**src/design/bdlp_pkg.sv**
```systemverilog
// ----------------------------------------------------------------------------
// bdlp_pkg
// Shared types and constants for the three-button debounce and press
// classifier.
// ----------------------------------------------------------------------------
package bdlp_pkg;

    // Number of buttons polled together
    localparam int unsigned NUM_BUTTONS = 3;

    // Field widths
    localparam int unsigned TIME_W  = 32;
    localparam int unsigned THRESH_W = 16;

    // Stream word widths (packed fields, padded to whole bytes)
    localparam int unsigned IN_DATA_W  = 40;
    localparam int unsigned OUT_DATA_W = 8;

    // Configuration port
    localparam int unsigned APB_ADDR_W = 3;
    localparam int unsigned APB_DATA_W = 32;

    // Register indexes (taken from paddr[2])
    localparam logic REG_DEBOUNCE   = 1'b0;
    localparam logic REG_LONG_PRESS = 1'b1;

    // Reset values of the thresholds
    localparam logic [THRESH_W-1:0] DEBOUNCE_RST   = 16'd50;
    localparam logic [THRESH_W-1:0] LONG_PRESS_RST = 16'd1000;

    // Thresholds handed from the register block to each button
    typedef struct packed {
        logic [THRESH_W-1:0] debounce_ms;
        logic [THRESH_W-1:0] long_press_ms;
    } cfg_t;

    // Per-button pulses for one poll
    typedef struct packed {
        logic long_hit;
        logic short_hit;
    } pulse_t;

endpackage

```
**src/design/bdlp_cfg.sv**
```systemverilog
// ----------------------------------------------------------------------------
// bdlp_cfg
// APB-style register block holding the debounce and long-press thresholds.
// ----------------------------------------------------------------------------
module bdlp_cfg
(
    input  logic                                 clk,
    input  logic                                 rst_n,
    input  logic                                 psel,
    input  logic                                 penable,
    input  logic                                 pwrite,
    input  logic [bdlp_pkg::APB_ADDR_W-1:0]      paddr,
    input  logic [bdlp_pkg::APB_DATA_W-1:0]      pwdata,
    output logic [bdlp_pkg::APB_DATA_W-1:0]      prdata,
    output logic                                 pready,
    output bdlp_pkg::cfg_t                       cfg
);

    logic [bdlp_pkg::THRESH_W-1:0] debounce_reg;
    logic [bdlp_pkg::THRESH_W-1:0] long_press_reg;
    logic                          wr_en;

    // No wait states
    assign pready = 1'b1;
    assign wr_en  = psel && penable && pwrite && pready;

    // Threshold registers, word-aligned decode on paddr[2]
    always_ff @(posedge clk or negedge rst_n)
    begin
        if (!rst_n)
        begin
            debounce_reg   <= bdlp_pkg::DEBOUNCE_RST;
            long_press_reg <= bdlp_pkg::LONG_PRESS_RST;
        end
        else if (wr_en)
        begin
            if (paddr[2] == bdlp_pkg::REG_DEBOUNCE)
            begin
                debounce_reg <= pwdata[bdlp_pkg::THRESH_W-1:0];
            end
            else
            begin
                long_press_reg <= pwdata[bdlp_pkg::THRESH_W-1:0];
            end
        end
    end

    // Read mux
    always_comb
    begin
        case (paddr[2])
            bdlp_pkg::REG_DEBOUNCE:
                prdata = {{(bdlp_pkg::APB_DATA_W-bdlp_pkg::THRESH_W){1'b0}}, debounce_reg};
            bdlp_pkg::REG_LONG_PRESS:
                prdata = {{(bdlp_pkg::APB_DATA_W-bdlp_pkg::THRESH_W){1'b0}}, long_press_reg};
            default:
                prdata = '0;
        endcase
    end

    assign cfg.debounce_ms   = debounce_reg;
    assign cfg.long_press_ms = long_press_reg;

endmodule

```
**src/design/bdlp_button.sv**
```systemverilog
// ----------------------------------------------------------------------------
// bdlp_button
// State and next-state logic of one button: arm on a level change, confirm
// or reject after the debounce time, then classify as short or long press.
// ----------------------------------------------------------------------------
module bdlp_button
(
    input  logic                            clk,
    input  logic                            rst_n,
    input  logic                            poll_en,
    input  logic [bdlp_pkg::TIME_W-1:0]     now_ms,
    input  logic                            level,
    input  bdlp_pkg::cfg_t                  cfg,
    output bdlp_pkg::pulse_t                pulse
);

    logic                          armed_reg;
    logic                          armed_next;
    logic                          confirmed_reg;
    logic                          confirmed_next;
    logic                          prev_level_reg;
    logic [bdlp_pkg::TIME_W-1:0]   stamp_reg;
    logic [bdlp_pkg::TIME_W-1:0]   stamp_next;

    logic                          arm_now;
    logic                          armed_a;
    logic                          confirmed_b;
    logic                          armed_b;
    logic                          settled;
    logic                          over_long;
    logic                          under_long;
    logic [bdlp_pkg::TIME_W-1:0]   elapsed;

    // Arm on a level change and stamp the time
    assign arm_now    = (level != prev_level_reg) && !armed_reg;
    assign armed_a    = armed_reg || arm_now;
    assign stamp_next = arm_now ? now_ms : stamp_reg;

    // Elapsed time wraps modulo 2^32
    assign elapsed = now_ms - stamp_next;

    // Debounce window passed: confirm if low, drop if high
    assign settled     = (elapsed > {16'd0, cfg.debounce_ms}) && armed_a && !confirmed_reg;
    assign confirmed_b = confirmed_reg || (settled && !level);
    assign armed_b     = armed_a && !(settled && level);

    // Classify; an exact tie with the long threshold gives nothing
    assign over_long  = elapsed > {16'd0, cfg.long_press_ms};
    assign under_long = elapsed < {16'd0, cfg.long_press_ms};

    always_comb
    begin
        pulse.long_hit  = confirmed_b && over_long && !level;
        pulse.short_hit = confirmed_b && !(over_long && !level) && under_long && level;
        confirmed_next  = confirmed_b;
        armed_next      = armed_b;
        if (pulse.long_hit || pulse.short_hit)
        begin
            confirmed_next = 1'b0;
            armed_next     = 1'b0;
        end
    end

    // State update on each processed poll
    always_ff @(posedge clk or negedge rst_n)
    begin
        if (!rst_n)
        begin
            armed_reg      <= 1'b0;
            confirmed_reg  <= 1'b0;
            prev_level_reg <= 1'b0;
            stamp_reg      <= '0;
        end
        else if (poll_en)
        begin
            armed_reg      <= armed_next;
            confirmed_reg  <= confirmed_next;
            prev_level_reg <= level;
            stamp_reg      <= stamp_next;
        end
    end

endmodule

```
**src/design/button_debounce_long_press_top.sv**
```systemverilog
// ----------------------------------------------------------------------------
// button_debounce_long_press_top
// Debounce and short/long press detection for three pulled-up buttons.
// Each input word is one poll: a free-running millisecond time and the raw
// levels of the main, first and second control buttons (0 = pressed). Each
// poll yields one output word with a one-poll short and long pulse per
// button. One poll is taken every clock cycle while the result side is not
// stalled. A poll is held in the input register, and its result word is
// registered in the result register and offered on the master side from
// there. The per-button state closes its loop combinationally between the
// two registers, and a stalled result word holds the input. Thresholds are
// set over the APB port (byte address 0: debounce_ms, 4: long_press_ms) and
// should only be changed while no poll is in flight.
// ----------------------------------------------------------------------------
module button_debounce_long_press_top
(
    input  logic                                 clk,
    input  logic                                 rst_n,
    // Poll words
    input  logic                                 s_tvalid,
    output logic                                 s_tready,
    // [31:0] now_ms, [32] main_level, [33] ctrl1_level, [34] ctrl2_level
    input  logic [bdlp_pkg::IN_DATA_W-1:0]       s_tdata,
    // Result words
    output logic                                 m_tvalid,
    input  logic                                 m_tready,
    // [0] main_short, [1] main_long, [2] ctrl1_short, [3] ctrl1_long,
    // [4] ctrl2_short, [5] ctrl2_long
    output logic [bdlp_pkg::OUT_DATA_W-1:0]      m_tdata,
    // Configuration
    input  logic                                 psel,
    input  logic                                 penable,
    input  logic                                 pwrite,
    input  logic [bdlp_pkg::APB_ADDR_W-1:0]      paddr,
    input  logic [bdlp_pkg::APB_DATA_W-1:0]      pwdata,
    output logic [bdlp_pkg::APB_DATA_W-1:0]      prdata,
    output logic                                 pready
);

    bdlp_pkg::cfg_t                          cfg;
    bdlp_pkg::pulse_t [bdlp_pkg::NUM_BUTTONS-1:0] pulses;

    logic                                    in_valid_reg;
    logic [bdlp_pkg::TIME_W-1:0]             in_now_reg;
    logic [bdlp_pkg::NUM_BUTTONS-1:0]        in_level_reg;
    logic                                    out_valid_reg;
    logic [2*bdlp_pkg::NUM_BUTTONS-1:0]      out_pulse_reg;
    logic [2*bdlp_pkg::NUM_BUTTONS-1:0]      out_pulse_next;
    logic                                    advance;

    // Register block
    bdlp_cfg u_cfg
    (
        .clk     (clk),
        .rst_n   (rst_n),
        .psel    (psel),
        .penable (penable),
        .pwrite  (pwrite),
        .paddr   (paddr),
        .pwdata  (pwdata),
        .prdata  (prdata),
        .pready  (pready),
        .cfg     (cfg)
    );

    // Handshake: the held poll moves on whenever the result slot is free
    assign advance  = in_valid_reg && (!out_valid_reg || m_tready);
    assign s_tready = !in_valid_reg || advance;

    // Input register
    always_ff @(posedge clk or negedge rst_n)
    begin
        if (!rst_n)
        begin
            in_valid_reg <= 1'b0;
        end
        else if (s_tready)
        begin
            in_valid_reg <= s_tvalid;
        end
    end

    always_ff @(posedge clk)
    begin
        if (s_tvalid && s_tready)
        begin
            in_now_reg   <= s_tdata[bdlp_pkg::TIME_W-1:0];
            in_level_reg <= s_tdata[bdlp_pkg::TIME_W +: bdlp_pkg::NUM_BUTTONS];
        end
    end

    // One state machine per button
    for (genvar b = 0; b < bdlp_pkg::NUM_BUTTONS; b++)
    begin : g_btn
        bdlp_button u_btn
        (
            .clk     (clk),
            .rst_n   (rst_n),
            .poll_en (advance),
            .now_ms  (in_now_reg),
            .level   (in_level_reg[b]),
            .cfg     (cfg),
            .pulse   (pulses[b])
        );
        assign out_pulse_next[2*b]   = pulses[b].short_hit;
        assign out_pulse_next[2*b+1] = pulses[b].long_hit;
    end

    // Result register
    always_ff @(posedge clk or negedge rst_n)
    begin
        if (!rst_n)
        begin
            out_valid_reg <= 1'b0;
        end
        else if (!out_valid_reg || m_tready)
        begin
            out_valid_reg <= in_valid_reg;
        end
    end

    always_ff @(posedge clk)
    begin
        if (advance)
        begin
            out_pulse_reg <= out_pulse_next;
        end
    end

    assign m_tvalid = out_valid_reg;
    assign m_tdata  = {{(bdlp_pkg::OUT_DATA_W-2*bdlp_pkg::NUM_BUTTONS){1'b0}}, out_pulse_reg};

    // A button never pulses short and long in the same word
    a_one_pulse: assert property (@(posedge clk) disable iff (!rst_n)
        m_tvalid |-> !(m_tdata[0] && m_tdata[1]) && !(m_tdata[2] && m_tdata[3])
                     && !(m_tdata[4] && m_tdata[5]))
        else $error("short and long pulse together");

    // A processed poll always lands in the result register
    a_advance_lands: assert property (@(posedge clk) disable iff (!rst_n)
        advance |=> out_valid_reg)
        else $error("processed poll lost");

    // Empty input register always takes a word
    a_ready_when_empty: assert property (@(posedge clk) disable iff (!rst_n)
        !in_valid_reg |-> s_tready)
        else $error("input stalled while empty");

    // A stalled result keeps the held poll waiting
    a_hold_on_stall: assert property (@(posedge clk) disable iff (!rst_n)
        (out_valid_reg && !m_tready) |-> !advance)
        else $error("poll processed over a stalled result");

endmodule
```
**config.mk**
```make
export PLATFORM = sky130hd
export DESIGN_NAME = button_debounce_long_press_top
export DESIGN_NICKNAME = d
export VERILOG_FILES = /design/src/design/bdlp_pkg.sv /design/src/design/bdlp_cfg.sv /design/src/design/bdlp_button.sv /design/src/design/button_debounce_long_press_top.sv
export SDC_FILE = /design/constraint.sdc
export NUM_CORES = 1
export LEC_CHECK = 0
export BUFFER_PORTS_ARGS = -buffer_cell sky130_fd_sc_hd__buf_2
export CAP_MARGIN = 5
export CORE_AREA = 2 2 259 184
export CTS_CLUSTER_SIZE = 14
export DETAILED_ROUTE_END_ITERATION = 8
export DIE_AREA = 0 0 261 186
export MAX_ROUTING_LAYER = met4
export PLACE_DENSITY = 0.51
export SKIP_CTS_REPAIR_TIMING = 1
export SLEW_MARGIN = 20
export SYNTH_ARGS = -nofsm -noshare
export SYNTH_HDL_FRONTEND = slang
export SYNTH_SLANG_ARGS = --single-unit
```
**constraint.sdc**
```tcl
create_clock -name clk -period 8 [get_ports clk]
set_input_delay 2.4 -clock clk [delete_from_list [all_inputs] [get_ports clk]]
set_output_delay 2.4 -clock clk [all_outputs]
set_load 0.01 [all_outputs]
```
After elaboration in Yosys (flattened, before gate mapping):

Cells that the tools add are included.

* register bits: 180
* input port bits: 82
* logic and storage cells: 115

* $add $sub $neg: 3
* magnitude comparators: 9
* equality and inequality tests: 3
* multiplexer cells: 10
* bitwise gates (word level): 1
* reductions and logical operators: 70

Operator list (number)
* $gt 32x16->1: 6
* $lt 32x16->1: 3
* $mux 32: 3
* $sub 32x32->32: 3
* $pmux 32 s2: 1
* $logic_and 1x1->1: 40
* $logic_not 1->1: 17
* $logic_or 1x1->1: 11
* $mux 1: 6
* $reduce_and 2->1: 2
* $ne 1x1->1: 3
* $not 1->1: 1

Depth between registers and ports, before layout:

* word-level depth: 14
* depth in mapped cells: 31

Modules after synthesis:

Synthesis repeated with hierarchy kept, for this count alone.

* cell total of the unflattened synthesis: 1872
* area, all modules: 17322.9 um2

By module, submodules not included
* bdlp_button (g_btn[1].u_btn): times used 1, cells each 579, area an instance 4827.1 um2, seq. area each 875.8 um2
* bdlp_button (g_btn[0].u_btn): times used 1, cells each 574, area an instance 4800.9 um2, seq. area each 875.8 um2
* bdlp_button (g_btn[2].u_btn): times used 1, cells each 562, area an instance 4732.0 um2, seq. area each 875.8 um2
* bdlp_cfg: times used 1, cells each 105, area an instance 1609.0 um2, seq. area each 812.0 um2
* button_debounce_long_press_top: times used 1, cells each 52, area an instance 1353.8 um2, seq. area each 1281.2 um2

Worst setup path after synthesis:

OpenSTA, ideal clock, no wires.

* path type: flip-flop to flip-flop
* start: register in_level_reg[1] (netlist bit)
* end: register g_btn[1].u_btn.armed_reg
* library setup time: 0.099 ns
* arrival: 5.651 ns
* data required time: 7.901 ns
* slack: 2.250 ns
* stages on the path, launching flop included: 30
* buffers on the path: 4
* clock period less this slack: 5.750 ns
* path through: edfxtp_1 buf_2 xnor2_2 or2_1 clkbuf_1 clkbuf_1 buf_1 nand2_1 o21ai_0 ha_1 inv_1 ha_1 nor4_1 nor3_1 maj3_1 xnor2_1 a21oi_1 ha_1 nand4_1 nor2_1 a211o_1 a21o_1 a21o_1 a21o_1 a21o_1 a21oi_1 a31oi_1 o21bai_1 a211oi_1 a311oi_1

* word-level cells in the longest chain between the ends: 14
* elaborated cells between the ends (all ways): 25

Ends and longest elaborated chain
* from (decl): line button_debounce_long_press_top.sv:45 `logic [bdlp_pkg::NUM_BUTTONS-1:0] in_level_reg;`
* from (signal assigned): line button_debounce_long_press_top.sv:88 `in_level_reg <= s_tdata[bdlp_pkg::TIME_W +: bdlp_pkg::NUM_BUTTONS];`
* $ne 1x1->1 (*): line bdlp_button.sv:35 `assign arm_now = (level != prev_level_reg) && !armed_reg;`
* $logic_and 1x1->1 (*): line bdlp_button.sv:35
* $mux 32 (*): line bdlp_button.sv:37 `assign stamp_next = arm_now ? now_ms : stamp_reg;`
* via g_btn[1].u_btn.stamp_next (one bit): line bdlp_button.sv:23 `logic [bdlp_pkg::TIME_W-1:0] stamp_next;`
* $sub 32x32->32 (*): line bdlp_button.sv:40 `assign elapsed = now_ms - stamp_next;`
* $gt 32x16->1: line bdlp_button.sv:43 `assign settled = (elapsed > {16'd0, cfg.debounce_ms}) && armed_a && !confirmed_reg;`
* $logic_and 1x1->1 (2 in series): line bdlp_button.sv:43
* $logic_and 1x1->1: line bdlp_button.sv:44 `assign confirmed_b = confirmed_reg || (settled && !level);`
* $logic_or 1x1->1: line bdlp_button.sv:44
* $logic_and 1x1->1 (3 in series): line bdlp_button.sv:54 `pulse.short_hit = confirmed_b && !(over_long && !level) && under_long && level;`
* $logic_or 1x1->1: line bdlp_button.sv:57 `if (pulse.long_hit || pulse.short_hit)`
* $mux 1 (*): line bdlp_button.sv:57
* to (signal assigned): line bdlp_button.sv:76 `armed_reg <= armed_next;`
* to (decl): line bdlp_button.sv:17 `logic armed_reg;`

The timed path passes the listed nets; every way through them passes the cells marked *.
A chain may end at the register's enable or synchronous reset.

Worst setup path after layout:

Ends and elaborated chain as after synthesis.

==> run_results.csv <==
group,metric,value,unit
place,dp.cells,2629,
cells_and_area,n_fill_cell,4746,
yosys,async_reset_ff_share,77.2,%
yosys,syn_inst,2018,
place,place_ws,1990,ps
yosys,synth.most_common_cell,"nand2_1",
run,max_cap_violations,0,
worst_setup_path,crit_arrival,6640,ps
route,drcViolationCount,0,
place,dpl_cell_area,18200,um^2
floorplan,die_h,186,um
cells_and_area,final_nets,2278,
place,io_buffers,82,
route,via_per_inst,5.87,
timing,hold_viol,0,
timing,setup_viol,0,
clock_network,cts_tree,"done",
yosys,synth_area_per_cell,8.60,um^2
timing,finalCriticalPeriod,6260,ps
yosys,synth-edff-count,41,
worst_setup_path,required,8370,ps
worst_setup_path,slowest_stage,"a211oi_1",
yosys,ys_top_cells_by_area,"dfrtp_1, ha_1, edfxtp_1",
place,routabilityCongestion,0.949,
global_route,gr-usage-all-layers,24.1,%
global_route,grt_pass1_vias,14500,
worst_setup_path,cp_num_buf_inv,0,
global_route,global_route.overflow_total,0,
cells_and_area,largest_register_ffs,96,
yosys,synth.ff_latch_count,180,
clock_network,cts_sinks,180,
floorplan,initial_core_util,37.7,%
yosys,synth_ff_type,"dfrtp_1",
global_route,antenna_found_initial,1,
global_route,grt_max_degree,78,
timing,worst_slack,1740,ps
worst_setup_path,slowest_delay,560,ps
route,firstDrtPassIters,7,
yosys,synth.largest_area_cell,"dfrtp_1",
floorplan,fp-row-count,66,
route,antenna_left,0,
clock_network,cts_buffers,17,
worst_hold_path,min_path_type,"reg2reg",
timing,fin_skew,18.7,ps
clock_network,cts-root-buf,"clkbuf_16",
cells_and_area,syn_to_final_growth,8.37,%
clock_network,insertion_delay,480,ps
timing,totalNegativeSetupSlack,0,ps
yosys,ys_types,97,
timing,rsz0062_at_grt,"no",
cells_and_area,final_util,40.8,%
worst_setup_path,r2r_setup_slack,1740,ps
worst_setup_path,worst-path-max-fanout,10,
yosys,ys_seq_area_share,27.2,%
worst_setup_path,crit_path_end_kind,"flip-flop",
power,cellLeakagePower,8.10,nW
yosys,synth_top_area_share,18.7,%
place,dp_hpwl,45600,um
floorplan,die_area,48500,um^2
route,route.vias.total,15600,
global_route,grt_pass1_wl,86400,um
timing,max_freq,160,MHz
timing,max_slew.worst_pin.slew,1040,ps
clock_network,htree_levels,4,
cells_and_area,diodes,0,
route,dr.first_iter.drc_count,1134,
cells_and_area,multi_input_area,11900,um^2
clock_network,clk_path_buf_depth,2,
cells_and_area,fin_area,18800,um^2
worst_setup_path,cp_top_family,"compound AO/OA/AOI/OAI gates",
power,power.density,457,nW/um^2
worst_setup_path,path_class,"reg2reg",
worst_setup_path,setup.worst_path.start_class,"flip-flop",
timing,slew_headroom,30.1,%
yosys,synthesis.area,17400,um^2
route,wl_per_cell,21.2,um
clock_network,clk_pin_slew_worst_paths,70,ps
yosys,synth_commonest_cells,"nand2_1, ha_1, o21ai_0",
floorplan,core,46100,um^2
floorplan,die_w,261,um
run_status,status,"finished, final reports clean",
yosys,yosys_warnings,0,
cells_and_area,layout.cells.non_filler,2662,
timing,fin_crit_sh,78.3,%
power,irDropWorstVdd,180,uV
floorplan,io_pins,125,
timing,timing.hold.ws,486,ps
route,wl,56300,um
worst_setup_path,cp_common_cell,"o21ai_0",
cells_and_area,drive_gt1_share,13.9,%
power,p_total,8.60,mW
timing,report.final.slew_viol_count,0,
cells_and_area,seq_area,4720,um^2
## worst min-delay path: stages, from the launching register on
cell     delay [ps]
dfrtp_1         340
nand2_1          50
o21ai_0          60
## cells by family after synthesis
group	synth area share (%)
AND/OR/NAND/NOR	18.3
AO/OA/AOI/OAI	21.3
buffers and inverters	4.64
adder cells (fa/ha/maj)	13.1
flip-flops	27.2
multiplexers	10.7
XOR/XNOR	4.83
other	0.0433
## per-layer routing
layer / GRT usage (%) / share of wire [%] / up-vias
met5: - / 0 / -
met4: 4.66 / 1.3 / 0
met3: 5.19 / 6.6 / 47
met2: 33.1 / 40 / 470
met1: 36.0 / 52 / 7608
li1: - / - / 7513
## where the power goes
group | leakage (nW) | internal [mW] | switching [mW] | total, mW
logic | 5.75 | 2.45 | 3.67 | 6.12
clock network | 0.300 | 0.492 | 0.403 | 0.895
registers | 2.05 | 1.26 | 0.328 | 1.59
## cells in the final DEF, fill, tap and decap left out, types with 39 or more instances in the layout
| cell | instances |
|---|---|
| a21o_1 | 55 |
| a21oi_1 | 135 |
| buf_2 | 81 |
| dfrtp_1 | 130 |
| edfxtp_1 | 41 |
| ha_1 | 159 |
| inv_1 | 79 |
| mux2_2 | 106 |
| mux2i_1 | 66 |
| nand2_1 | 185 |
| nand2b_1 | 39 |
| nand3_1 | 39 |
| nand4_1 | 45 |
| nor2_1 | 120 |
| nor3_1 | 55 |
| o21ai_0 | 138 |
| xnor2_1 | 44 |
| xor2_1 | 48 |
## layout make-up
class	count	area share, %
clock buffer	20	2.49
sequential	180	25.1
multi-input combinational	1664	63.3
inverter	80	1.60
tap	612	4.07
timing repair buffer	94	2.71
clock inverter	12	0.731
## worst paths after layout
path                       cells past startpoint                                     from                                        to
setup / recovery                              25                in_level_reg[1]$_DFFE_PP_      g_btn[1].u_btn.armed_reg$_DFFE_PN0P_
hold / removal                                 2  g_btn[0].u_btn.stamp_reg[0]$_DFFE_PN0P_   g_btn[0].u_btn.stamp_reg[0]$_DFFE_PN0P_
setup reg to reg                              25                in_level_reg[1]$_DFFE_PP_      g_btn[1].u_btn.armed_reg$_DFFE_PN0P_
hold reg to reg                                2  g_btn[0].u_btn.stamp_reg[0]$_DFFE_PN0P_   g_btn[0].u_btn.stamp_reg[0]$_DFFE_PN0P_
max in group asynchronous                      2                                    rst_n  g_btn[0].u_btn.stamp_reg[29]$_DFFE_PN0P_
min in group asynchronous                      1                                    rst_n                      m_tvalid$_DFFE_PN0P_
(Power assumes the default switching activity.)
